--- config.mk ---
export PLATFORM = sky130hd
export DESIGN_NAME = homogeneous_transform_generator
export DESIGN_NICKNAME = d
export VERILOG_FILES = /design/src/sv/htg_pkg.sv /design/src/sv/htg_fold.sv /design/src/sv/htg_cordic.sv /design/src/sv/htg_emit.sv /design/src/sv/homogeneous_transform_generator.sv
export VERILOG_INCLUDE_DIRS = /design/src /design/src/sv
export SDC_FILE = /design/constraint.sdc
export NUM_CORES = 2
export LEC_CHECK = 0
export ABC_AREA = 1
export BUFFER_PORTS_ARGS = -buffer_cell sky130_fd_sc_hd__buf_2
export CAP_MARGIN = 20
export CORE_UTILIZATION = 43
export DETAILED_ROUTE_END_ITERATION = 10
export GPL_ROUTABILITY_DRIVEN = 0
export GPL_TIMING_DRIVEN = 1
export SLEW_MARGIN = 30
export SYNTH_ARGS = -nofsm -noshare
export SYNTH_HDL_FRONTEND = slang
export SYNTH_HIERARCHICAL = 1
export SYNTH_SLANG_ARGS = --single-unit
export TNS_END_PERCENT = 5
--- constraint.sdc ---
create_clock -name i_clk -period 122.5 [get_ports i_clk]
set_input_delay 6.125 -clock i_clk [delete_from_list [all_inputs] [get_ports i_clk]]
set_output_delay 6.125 -clock i_clk [all_outputs]
set_load 0.02 [all_outputs]
--- src/sv/assert_macros.svh ---
// assertion macros for the transform generator modules, used by htg_emit
// no dependencies; included by files that carry concurrent checks
`ifndef ASSERT_MACROS_SVH
`define ASSERT_MACROS_SVH
`ifndef SYNTH
`define ASSERT_PROP(label, clk, rst_n, prop, msg) \
    label: assert property (@(posedge clk) disable iff (!rst_n) prop) else $error(msg);
`define ASSERT_NEVER(label, clk, rst_n, expr, msg) \
    `ASSERT_PROP(label, clk, rst_n, !(expr), msg)
`else
`define ASSERT_PROP(label, clk, rst_n, prop, msg)
`define ASSERT_NEVER(label, clk, rst_n, expr, msg)
`endif
`endif

--- src/sv/htg_pkg.sv ---
// shared types, widths, opcodes and fixed-point constants of the transform generator
// no dependencies; imported by every module of the block
package htg_pkg;

    localparam int FRAC_BITS     = 16;
    localparam int CORDIC_STAGES = 16;
    localparam int TABLE_LEN     = 24;
    localparam int VAL_W         = 32;
    localparam int ANG_IN_W      = 19;
    localparam int ANG_W         = FRAC_BITS + 4;
    localparam int XY_W          = FRAC_BITS + 3;
    localparam int IDX_W         = 4;

    typedef logic [2:0] t_opcode;

    localparam t_opcode OP_IDENT = 3'd0;
    localparam t_opcode OP_ROTX  = 3'd1;
    localparam t_opcode OP_ROTY  = 3'd2;
    localparam t_opcode OP_ROTZ  = 3'd3;
    localparam t_opcode OP_TRANS = 3'd4;

    typedef struct packed {
        t_opcode                   opcode;
        logic                      neg;
        logic signed [VAL_W-1:0]   tx;
        logic signed [VAL_W-1:0]   ty;
        logic signed [VAL_W-1:0]   tz;
    } t_req;

    function automatic longint to_frac(longint q30);
        return (q30 + (64'sd1 <<< (29 - FRAC_BITS))) >>> (30 - FRAC_BITS);
    endfunction

    function automatic longint atan_q30(int i);
        longint v;
        case (i)
            0:  v = 64'h3243F6A8;
            1:  v = 64'h1DAC6705;
            2:  v = 64'h0FADBAFC;
            3:  v = 64'h07F56EA6;
            4:  v = 64'h03FEAB76;
            5:  v = 64'h01FFD55B;
            6:  v = 64'h00FFFAAA;
            7:  v = 64'h007FFF55;
            8:  v = 64'h003FFFEA;
            9:  v = 64'h001FFFFD;
            10: v = 64'h000FFFFF;
            11: v = 64'h0007FFFF;
            12: v = 64'h0003FFFF;
            13: v = 64'h0001FFFF;
            14: v = 64'h0000FFFF;
            15: v = 64'h00007FFF;
            16: v = 64'h00003FFF;
            17: v = 64'h00001FFF;
            18: v = 64'h00000FFF;
            19: v = 64'h000007FF;
            20: v = 64'h000003FF;
            21: v = 64'h000001FF;
            22: v = 64'h000000FF;
            23: v = 64'h0000007F;
            default: v = 64'h0;
        endcase
        return v;
    endfunction

    function automatic logic signed [ANG_W-1:0] atan_fx(int i);
        return ANG_W'(to_frac(atan_q30(i)));
    endfunction

    localparam logic signed [ANG_W-1:0] PI_FX      = ANG_W'(to_frac(64'hC90FDAA2));
    localparam logic signed [ANG_W-1:0] NEG_PI_FX  = ANG_W'(-to_frac(64'hC90FDAA2));
    localparam logic signed [ANG_W-1:0] HPI_FX     = ANG_W'(to_frac(64'h6487ED51));
    localparam logic signed [ANG_W-1:0] NEG_HPI_FX = ANG_W'(-to_frac(64'h6487ED51));
    localparam logic signed [XY_W-1:0]  KINV_FX    = XY_W'(to_frac(64'h26DD3B6A));
    localparam logic signed [VAL_W-1:0] ONE_FX     = VAL_W'(64'sd1 <<< FRAC_BITS);

endpackage

--- src/sv/htg_fold.sv ---
// angle clamp and quadrant fold, first register stage of the pipeline
// depends on htg_pkg
module htg_fold
    import htg_pkg::*;
(
    input  logic                       i_clk,
    input  logic                       i_rst_n,
    input  logic                       i_en,
    input  logic                       i_valid,
    input  t_opcode                    i_opcode,
    input  logic signed [ANG_IN_W-1:0] i_angle,
    input  logic signed [VAL_W-1:0]    i_tx,
    input  logic signed [VAL_W-1:0]    i_ty,
    input  logic signed [VAL_W-1:0]    i_tz,
    output logic                       o_valid,
    output logic signed [ANG_W-1:0]    o_z,
    output t_req                       o_req
);

    logic                    r_valid;
    logic signed [ANG_W-1:0] r_z;
    t_req                    r_req;
    logic signed [ANG_W-1:0] ang_ext;
    logic signed [ANG_W-1:0] ang_clamp;
    logic signed [ANG_W-1:0] n_z;
    logic                    n_neg;

    assign ang_ext = ANG_W'(i_angle);

    always_comb begin
        if (ang_ext > PI_FX) begin
            ang_clamp = PI_FX;
        end else if (ang_ext < NEG_PI_FX) begin
            ang_clamp = NEG_PI_FX;
        end else begin
            ang_clamp = ang_ext;
        end
        if (ang_clamp > HPI_FX) begin
            n_z   = ang_clamp - PI_FX;
            n_neg = 1'b1;
        end else if (ang_clamp < NEG_HPI_FX) begin
            n_z   = ang_clamp + PI_FX;
            n_neg = 1'b1;
        end else begin
            n_z   = ang_clamp;
            n_neg = 1'b0;
        end
    end

    always_ff @(posedge i_clk) begin
        if (!i_rst_n) begin
            r_valid <= 1'b0;
        end else if (i_en) begin
            r_valid <= i_valid;
        end
    end

    always_ff @(posedge i_clk) begin
        if (i_en) begin
            r_z          <= n_z;
            r_req.opcode <= i_opcode;
            r_req.neg    <= n_neg;
            r_req.tx     <= i_tx;
            r_req.ty     <= i_ty;
            r_req.tz     <= i_tz;
        end
    end

    assign o_valid = r_valid;
    assign o_z     = r_z;
    assign o_req   = r_req;

endmodule

--- src/sv/htg_cordic.sv ---
// pipelined rotation-mode cordic, one micro-rotation per register stage
// depends on htg_pkg
module htg_cordic
    import htg_pkg::*;
(
    input  logic                    i_clk,
    input  logic                    i_rst_n,
    input  logic                    i_en,
    input  logic                    i_valid,
    input  logic signed [ANG_W-1:0] i_z,
    input  t_req                    i_req,
    output logic                    o_valid,
    output logic signed [XY_W-1:0]  o_x,
    output logic signed [XY_W-1:0]  o_y,
    output t_req                    o_req
);

    logic                    r_v [CORDIC_STAGES];
    logic signed [XY_W-1:0]  r_x [CORDIC_STAGES];
    logic signed [XY_W-1:0]  r_y [CORDIC_STAGES];
    logic signed [ANG_W-1:0] r_z [CORDIC_STAGES];
    t_req                    r_req [CORDIC_STAGES];

    genvar g;
    for (g = 0; g < CORDIC_STAGES; g++) begin : g_stage
        localparam logic signed [ANG_W-1:0] ATAN = atan_fx(g);
        logic                    v_in;
        logic signed [XY_W-1:0]  x_in;
        logic signed [XY_W-1:0]  y_in;
        logic signed [ANG_W-1:0] z_in;
        t_req                    req_in;
        logic signed [XY_W-1:0]  n_x;
        logic signed [XY_W-1:0]  n_y;
        logic signed [ANG_W-1:0] n_z;

        if (g == 0) begin : g_first
            assign v_in   = i_valid;
            assign x_in   = KINV_FX;
            assign y_in   = '0;
            assign z_in   = i_z;
            assign req_in = i_req;
        end else begin : g_next
            assign v_in   = r_v[g-1];
            assign x_in   = r_x[g-1];
            assign y_in   = r_y[g-1];
            assign z_in   = r_z[g-1];
            assign req_in = r_req[g-1];
        end

        always_comb begin
            if (z_in >= 0) begin
                n_x = x_in - (y_in >>> g);
                n_y = y_in + (x_in >>> g);
                n_z = z_in - ATAN;
            end else begin
                n_x = x_in + (y_in >>> g);
                n_y = y_in - (x_in >>> g);
                n_z = z_in + ATAN;
            end
        end

        always_ff @(posedge i_clk) begin
            if (!i_rst_n) begin
                r_v[g] <= 1'b0;
            end else if (i_en) begin
                r_v[g] <= v_in;
            end
        end

        always_ff @(posedge i_clk) begin
            if (i_en) begin
                r_x[g]   <= n_x;
                r_y[g]   <= n_y;
                r_z[g]   <= n_z;
                r_req[g] <= req_in;
            end
        end
    end

    assign o_valid = r_v[CORDIC_STAGES-1];
    assign o_x     = r_x[CORDIC_STAGES-1];
    assign o_y     = r_y[CORDIC_STAGES-1];
    assign o_req   = r_req[CORDIC_STAGES-1];

endmodule

--- src/sv/htg_emit.sv ---
// matrix slot and entry serializer with registered output stage
// depends on htg_pkg and assert_macros.svh
`include "assert_macros.svh"
module htg_emit
    import htg_pkg::*;
(
    input  logic                    i_clk,
    input  logic                    i_rst_n,
    input  logic                    i_valid,
    input  logic signed [XY_W-1:0]  i_x,
    input  logic signed [XY_W-1:0]  i_y,
    input  t_req                    i_req,
    output logic                    o_ready,
    input  logic                    i_stall,
    output logic                    o_valid,
    output logic [1:0]              o_row,
    output logic [1:0]              o_col,
    output logic signed [VAL_W-1:0] o_value,
    output logic                    o_last
);

    localparam logic [IDX_W-1:0] LAST_IDX = '1;

    logic                    r_busy;
    logic [IDX_W-1:0]        r_cnt;
    t_req                    r_req;
    logic signed [VAL_W-1:0] r_cos;
    logic signed [VAL_W-1:0] r_sin;
    logic signed [VAL_W-1:0] r_nsin;
    logic                    r_o_valid;
    logic [1:0]              r_o_row;
    logic [1:0]              r_o_col;
    logic signed [VAL_W-1:0] r_o_value;
    logic                    r_o_last;

    logic                    take;
    logic                    out_load;
    logic signed [VAL_W-1:0] x_ext;
    logic signed [VAL_W-1:0] y_ext;
    logic signed [VAL_W-1:0] n_cos;
    logic signed [VAL_W-1:0] n_sin;
    logic signed [VAL_W-1:0] ident;
    logic signed [VAL_W-1:0] sel;

    assign out_load = r_busy && (!r_o_valid || !i_stall);
    assign o_ready  = !r_busy || (out_load && (r_cnt == LAST_IDX));
    assign take     = i_valid && o_ready;

    assign x_ext = VAL_W'(i_x);
    assign y_ext = VAL_W'(i_y);
    assign n_cos = i_req.neg ? -x_ext : x_ext;
    assign n_sin = i_req.neg ? -y_ext : y_ext;

    always_comb begin
        if (r_cnt == 4'd0 || r_cnt == 4'd5 || r_cnt == 4'd10 || r_cnt == 4'd15) begin
            ident = ONE_FX;
        end else begin
            ident = '0;
        end
        case (r_req.opcode)
            OP_ROTX: begin
                case (r_cnt)
                    4'd5, 4'd10: sel = r_cos;
                    4'd6:        sel = r_nsin;
                    4'd9:        sel = r_sin;
                    default:     sel = ident;
                endcase
            end
            OP_ROTY: begin
                case (r_cnt)
                    4'd0, 4'd10: sel = r_cos;
                    4'd2:        sel = r_sin;
                    4'd8:        sel = r_nsin;
                    default:     sel = ident;
                endcase
            end
            OP_ROTZ: begin
                case (r_cnt)
                    4'd0, 4'd5: sel = r_cos;
                    4'd1:       sel = r_nsin;
                    4'd4:       sel = r_sin;
                    default:    sel = ident;
                endcase
            end
            OP_TRANS: begin
                case (r_cnt)
                    4'd3:    sel = r_req.tx;
                    4'd7:    sel = r_req.ty;
                    4'd11:   sel = r_req.tz;
                    default: sel = ident;
                endcase
            end
            default: sel = ident;
        endcase
    end

    // slot control
    always_ff @(posedge i_clk) begin
        if (!i_rst_n) begin
            r_busy <= 1'b0;
            r_cnt  <= '0;
        end else if (take) begin
            r_busy <= 1'b1;
            r_cnt  <= '0;
        end else if (out_load) begin
            r_cnt <= r_cnt + 1'b1;
            if (r_cnt == LAST_IDX) begin
                r_busy <= 1'b0;
            end
        end
    end

    always_ff @(posedge i_clk) begin
        if (take) begin
            r_req  <= i_req;
            r_cos  <= n_cos;
            r_sin  <= n_sin;
            r_nsin <= -n_sin;
        end
    end

    // output register
    always_ff @(posedge i_clk) begin
        if (!i_rst_n) begin
            r_o_valid <= 1'b0;
        end else if (out_load) begin
            r_o_valid <= 1'b1;
        end else if (!i_stall) begin
            r_o_valid <= 1'b0;
        end
    end

    always_ff @(posedge i_clk) begin
        if (out_load) begin
            r_o_row   <= r_cnt[3:2];
            r_o_col   <= r_cnt[1:0];
            r_o_value <= sel;
            r_o_last  <= (r_cnt == LAST_IDX);
        end
    end

    assign o_valid = r_o_valid;
    assign o_row   = r_o_row;
    assign o_col   = r_o_col;
    assign o_value = r_o_value;
    assign o_last  = r_o_last;

    `ASSERT_PROP(a_last_pos, i_clk, i_rst_n, r_o_valid && r_o_last |-> r_o_row == 2'd3 && r_o_col == 2'd3, "last flag off the final entry")
    `ASSERT_NEVER(a_slot_held, i_clk, i_rst_n, r_o_valid && !r_o_last && !r_busy, "slot freed before final entry")
    `ASSERT_PROP(a_take_start, i_clk, i_rst_n, take |=> r_busy && r_cnt == 4'd0, "new request did not restart the entry count")

endmodule

--- src/sv/homogeneous_transform_generator.sv ---
// top level of the 4x4 homogeneous transform generator
// depends on htg_pkg, htg_fold, htg_cordic and htg_emit
//
// usage
// input channel: i_valid / o_stall with i_opcode, i_angle, i_tx, i_ty, i_tz.
//   a request is taken at a clock edge with i_valid high and o_stall low.
// output channel: o_valid / i_stall with o_row, o_col, o_value, o_last.
//   sixteen entries per request in row-major order, o_last on row 3 col 3.
// first entry path: fold register, cordic stage registers, emit slot, output
//   register; after it, one entry per cycle while i_stall is low.
// the sustained request rate is set by the single emit slot, which serializes
//   sixteen entries per request; the fold stage and the cordic pipeline hold
//   up to CORDIC_STAGES + 1 more requests, and a new request enters while the
//   previous matrix is still streaming out.
// reset (i_rst_n low, synchronous) empties every stage and the output.
// when the receiver stalls, the output entry holds; once the cordic
//   pipeline's last stage has nowhere to go, all stages freeze and o_stall rises.
module homogeneous_transform_generator
    import htg_pkg::*;
(
    input  logic                       i_clk,
    input  logic                       i_rst_n,
    input  logic                       i_valid,
    output logic                       o_stall,
    input  t_opcode                    i_opcode,
    input  logic signed [ANG_IN_W-1:0] i_angle,
    input  logic signed [VAL_W-1:0]    i_tx,
    input  logic signed [VAL_W-1:0]    i_ty,
    input  logic signed [VAL_W-1:0]    i_tz,
    output logic                       o_valid,
    input  logic                       i_stall,
    output logic [1:0]                 o_row,
    output logic [1:0]                 o_col,
    output logic signed [VAL_W-1:0]    o_value,
    output logic                       o_last
);

    logic                    pipe_en;
    logic                    fold_valid;
    logic signed [ANG_W-1:0] fold_z;
    t_req                    fold_req;
    logic                    cor_valid;
    logic signed [XY_W-1:0]  cor_x;
    logic signed [XY_W-1:0]  cor_y;
    t_req                    cor_req;
    logic                    emit_ready;

    assign pipe_en = !cor_valid || emit_ready;
    assign o_stall = !pipe_en;

    htg_fold u_fold (
        .i_clk    (i_clk),
        .i_rst_n  (i_rst_n),
        .i_en     (pipe_en),
        .i_valid  (i_valid),
        .i_opcode (i_opcode),
        .i_angle  (i_angle),
        .i_tx     (i_tx),
        .i_ty     (i_ty),
        .i_tz     (i_tz),
        .o_valid  (fold_valid),
        .o_z      (fold_z),
        .o_req    (fold_req)
    );

    htg_cordic u_cordic (
        .i_clk   (i_clk),
        .i_rst_n (i_rst_n),
        .i_en    (pipe_en),
        .i_valid (fold_valid),
        .i_z     (fold_z),
        .i_req   (fold_req),
        .o_valid (cor_valid),
        .o_x     (cor_x),
        .o_y     (cor_y),
        .o_req   (cor_req)
    );

    htg_emit u_emit (
        .i_clk   (i_clk),
        .i_rst_n (i_rst_n),
        .i_valid (cor_valid),
        .i_x     (cor_x),
        .i_y     (cor_y),
        .i_req   (cor_req),
        .o_ready (emit_ready),
        .i_stall (i_stall),
        .o_valid (o_valid),
        .o_row   (o_row),
        .o_col   (o_col),
        .o_value (o_value),
        .o_last  (o_last)
    );

endmodule
## After elaboration in Yosys (flattened, before gate mapping)

Memory sizes are Yosys's and may differ from the RTL's.
Cells that the tools add are included.

- $add $sub $neg: 98
- $lt $le $gt $ge: 20
- Equal/unequal tests: 17
- Muxes and demuxes: 86
- Bitwise gates (word level): 17
- Reductions and logical operators: 22

Operators by type and width:

| operator | count |
|---|---|
| 2-to-1 mux 19 bit | 31 |
| 2-to-1 mux 20 bit | 20 |
| case mux 32 bit (3 select lines) | 4 |
| greater-or-equal comparator 20 x 1 -> 1 bit (second input constant) | 16 |
| case mux 32 bit (4 select lines) | 1 |
| 2-to-1 mux 32 bit | 2 |
| negation 19 -> 32 bit | 2 |
| adder 20 x 12 -> 20 bit (second input constant) | 2 |
| subtractor 20 x 12 -> 20 bit (second input constant) | 2 |
| adder 19 x 10 -> 19 bit | 2 |
| adder 19 x 11 -> 19 bit | 2 |
| adder 19 x 12 -> 19 bit | 2 |
| adder 19 x 13 -> 19 bit | 2 |
| adder 19 x 14 -> 19 bit | 2 |
| adder 19 x 15 -> 19 bit | 2 |
| adder 19 x 16 -> 19 bit | 2 |
| adder 19 x 17 -> 19 bit | 2 |
| adder 19 x 18 -> 19 bit | 2 |
| adder 19 x 4 -> 19 bit | 2 |
| adder 19 x 5 -> 19 bit | 2 |
| adder 19 x 6 -> 19 bit | 2 |
| adder 19 x 7 -> 19 bit | 2 |
| adder 19 x 8 -> 19 bit | 2 |
| adder 19 x 9 -> 19 bit | 2 |
| 70 further kinds | 150 |

- Bits in registers: 359
- Memory bits (writable): 2544
- Input bits: 122
- Output and inout bits: 39
- Logic and storage cells: 286
- Memories: 5

Memory list:

| memory | depth | width | rd ports | clocked after memory_dff | write ports | line | RTL |
|---|---|---|---|---|---|---|---|
| u_cordic.r_req | 16 | 100 | 16 | 0 | 16 | htg_cordic.sv:22 | `t_req r_req [CORDIC_STAGES];` |
| u_cordic.r_z | 16 | 20 | 15 | 0 | 16 | htg_cordic.sv:21 | `logic signed [ANG_W-1:0] r_z [CORDIC_STAGES];` |
| u_cordic.r_x | 16 | 19 | 16 | 0 | 16 | htg_cordic.sv:19 | `logic signed [XY_W-1:0] r_x [CORDIC_STAGES];` |
| u_cordic.r_y | 16 | 19 | 16 | 0 | 16 | htg_cordic.sv:20 | `logic signed [XY_W-1:0] r_y [CORDIC_STAGES];` |
| u_cordic.r_v | 16 | 1 | 16 | 0 | 16 | htg_cordic.sv:18 | `logic r_v [CORDIC_STAGES];` |

## Logic depth before layout (Yosys ltp)

- Depth in word-level cells: 10
- Depth in mapped cells: 26
- Mapped depth without buffers: 25

## By module

Netlist, hierarchy kept.

By module, submodules not included:

| module | instances | cells each | area each (µm²) | sequential area each (µm²) |
|---|---|---|---|---|
| htg_cordic | 1 | 10932 | 122105.9 | 73981.0 |
| htg_emit | 1 | 1260 | 12274.3 | 7056.8 |
| htg_fold | 1 | 570 | 5748.0 | 3623.5 |
| homogeneous_transform_generator | 1 | 4 | 17.5 | 0.0 |

## Least setup slack after synthesis

No wires, ideal clock.

- Kind: input to register
- From: in i_stall
- To: mem u_cordic.r_v[0], data pin
- Setup time: 0.147 ns
- Data arrival time: 69.417 ns
- Required time: 122.353 ns
- Setup slack: 52.936 ns
- Stages on the path: 8
- Buffers on the path: 1
- Cell sequence: nand2_1 a21oi_1 inv_1 inv_1 nand2_1 nand2_1 clkbuf_1 nor2_1

RTL lines:

| item | line | RTL |
|---|---|---|
| from (decl) | homogeneous_transform_generator.sv:31 | `input logic i_stall,` |
| to (decl) | htg_cordic.sv:18 |  |

## Worst setup path in the final report

- From: in i_stall
- To: out o_stall

- Word-level cells in the longest chain between the ends: 7

RTL lines:

| item | line | RTL |
|---|---|---|
| logical NOT 1 bit | htg_emit.sv:45 | `assign out_load = r_busy && (!r_o_valid \|\| !i_stall);` |
| logical OR 1 bit | htg_emit.sv:45 |  |
| logical AND 1 bit | htg_emit.sv:45 |  |
| logical AND 1 bit | htg_emit.sv:46 | `assign o_ready = !r_busy \|\| (out_load && (r_cnt == LAST_IDX));` |
| logical OR 1 bit | htg_emit.sv:46 |  |
| net emit_ready | homogeneous_transform_generator.sv:46 | `logic emit_ready;` |
| logical OR 1 bit | homogeneous_transform_generator.sv:48 | `assign pipe_en = !cor_valid \|\| emit_ready;` |
| logical NOT 1 bit | homogeneous_transform_generator.sv:49 | `assign o_stall = !pipe_en;` |
| to (decl) | homogeneous_transform_generator.sv:24 | `output logic o_stall,` |

The timed path passes the listed nets, and every way through them passes these cells.

==> metrics.yaml <==
status: "complete, but fails checks"
violations: "DRC"
tightest_slew_ns: 0.961
async_flop_share_pct: 0
ctsHoldBuffers: 0
pre_cts_ws_ns: 108.27
drt_iter0_markers: 5557
via_count: 88600
slew_headroom_pct: 35.3
synth_cell_types: 69
endpoint_kind: "output pin"
hold_end: "u_cordic/r_req[7][74]"
ctsHtreeMaxLevel: 5
drv_slew: 0
r2r_slack_ns: 114.40
crit_arrival_ns: 7.04
antenna_found_initial: 4
ys_ff_latch: 2822
dp_hpwl_mm: 207
synth_top_cell_by_area: "edfxtp_1"
clockBufferDepth: 4
drtAntennaViolNets: 0
firstDrtPassIters: 11
yosysWarnings: 6
dieArea_sq_um: 328000
top_layer: "met4"
finalCritPeriodShare_pct: 10.7
drive_gt1_share_pct: 6.45
postCtsSetupBuffers: 0
io_pins: 161
finalSetupViolCount: 0
min_path_cells: 0
maxCapViolations: 0
worstPathRequired_ns: 116.38
syn_avg_cell_area_sq_um: 11.0
io_buffer_count: 160
r2r-start: "u_emit/r_cnt[0]"
synth_top_area_share_pct: 60.3
fin_nets: 14200
die_h_um: 573
path_max_fanout: 3
hold_viol_final: 0
tns_ns: 0
cts_buffers: 308
startpoint_type: "primary input"
start_util_pct: 43.2
holdCritStartpoint: "u_cordic/r_req[6][174]"
grt_usage_pct: 16.9
remaining_drc_errors: 4
grt_pass1_wl_mm: 450
path_class: "primary input to output pin"
r2r_cells: 15
clkTransAtPathRegs_ns: 0.06
grt_pass1_vias: 86000
grt_max_degree: 198
min_period_ns: 13.16
r2r-end: "u_cordic/r_req[0][179]"
layout_common_cells: "edfxtp_1 (2814), nand2_1 (2568), inv_1 (1278), nor2_1 (1242), nand3_1 (846)"
cts.sinks: 2822
fmaxAchievable_ghz: 0.0760
clk_latency_ns: 0.92
area_delta_synth_final_pct: 11.6
cts-root-buf: "clkbuf_16"
avgRoutedWirePerCell_um: 16.0
wl_met1_mm: 122
grt-ovfl-total: 0
synthFlopType: "edfxtp_1"
rsz0062_at_grt: "no"
viasPerCell: 4.99
synth_edf_count: 2814
ctsResizeCount: 0
hold_class: "flip-flop to flip-flop"
core_area_sq_um: 324000
mostFrequentLayoutCell: "edfxtp_1"
fin_skew_ns: 0.0883
yosysSeqAreaShare_pct: 60.4
fp.dieW_um: 573
cts_tree: "built"
synth_cells: 12800
layout_setup_ws_ns: 109.34
wl_met2_mm: 140
rows: 209
wl_met3_mm: 10.5
synth_area_sq_um: 140000
wirelength_mm: 284
yosys-top-cells-area: "edfxtp_1 (60%), ha_1 (7.3%), nand2_1 (6.9%)"
routing by layer:
layer,global-route usage (%),up-vias
li1,-,45200
met1,20.9,41100
met2,30.0,1687
met3,1.86,562
met4,6.71,0
met5,0,-
synth_stat cells (33+ instances only):
cell type,instances
nor2_1,1246
xnor2_1,199
xor2_1,658
a31oi_1,50
ha_1,813
nor3_1,132
edfxtp_1,2814
o21ai_1,38
nand2_2,40
inv_1,1279
fa_1,45
nand4_1,114
a21boi_0,33
nand3_1,846
nand3b_1,60
o22ai_1,78
o21ai_0,375
a21o_1,89
o21bai_1,52
buf_2,57
nand2_1,2573
a21oi_1,778
registers in the layout, indices dropped and copies added, names as in the netlist, 20 cells and up:
| signal | cells |
|---|---|
| u_cordic/r_y | 284 |
| u_emit/r_cos | 32 |
| u_emit/o_value | 32 |
| u_emit/r_nsin | 31 |
| u_cordic/r_z | 281 |
| u_emit/r_sin | 32 |
| u_cordic/r_x | 283 |
| u_fold/o_req | 100 |
| u_emit/r_req | 99 |
| u_cordic/r_req | 1600 |
| u_fold/o_z | 20 |
worst max-delay path, cell delays in order:
cell and delay, ns:
buf_2 0.08, nand2_1 0.07, a21oi_1 0.33, inv_1 0.14, nor2_2 0.12, buf_2 0.16
metrics by stage:
stage	std cells	hold slack [ns]	instance area, sq um	utilization (%)
floorplan	12800	0.400	140000	-
global placement	17200	0.400	146000	45.1
detailed placement	17200	0.405	146000	45.1
CTS	17700	0.342	156000	48.2
global route	17700	0.375	156000	48.3
finish	17700	0.356	156000	48.3
area by class of cell:
type / instances / area, sq um
flip-flops and latches: 2822 / 84700
clock buffers: 367 / 7990
clock inverters: 177 / 2130
fillers: 29600 / 168000
well taps: 4325 / 5410
inverters: 1315 / 4950
diodes: 3 / 7.51
multi-input cells: 8514 / 49900
repair buffers: 214 / 1370
cell families (layout without fill, tap and decap cells):
group                    Yosys count  count (layout)  synth area share, %
flip-flops                      2822            2822                 60.4
buffers and inverters           1431            2073                 4.00
AND/OR/NAND/NOR                 5161            5161                 15.7
other                              1               5              0.00268
adder cells (fa/ha/maj)          858             858                 7.90
AO/OA/AOI/OAI                   1634            1634                 6.61
XOR/XNOR                         859             859                 5.39
how the worst max path moves through the flow:
stage	endpoint	startpoint	slack, ns	cells past startpoint
4_1_cts	u_cordic/r_req[1][115]	i_stall	109.25	14
3_5_place_dp	u_cordic/r_req[0][18]	i_stall	108.27	14
2_1_floorplan	u_cordic/r_v[0]	i_stall	52.94	8
6_report	o_stall	i_stall	109.34	6
3_3_place_gp	u_cordic/r_req[0][33]	i_stall	108.34	14
5_1_grt	u_cordic/r_req[1][115]	i_stall	109.23	14
Power is not shown: default switching activity piles up to over one toggle a cycle in this logic, so the estimate is an artifact.
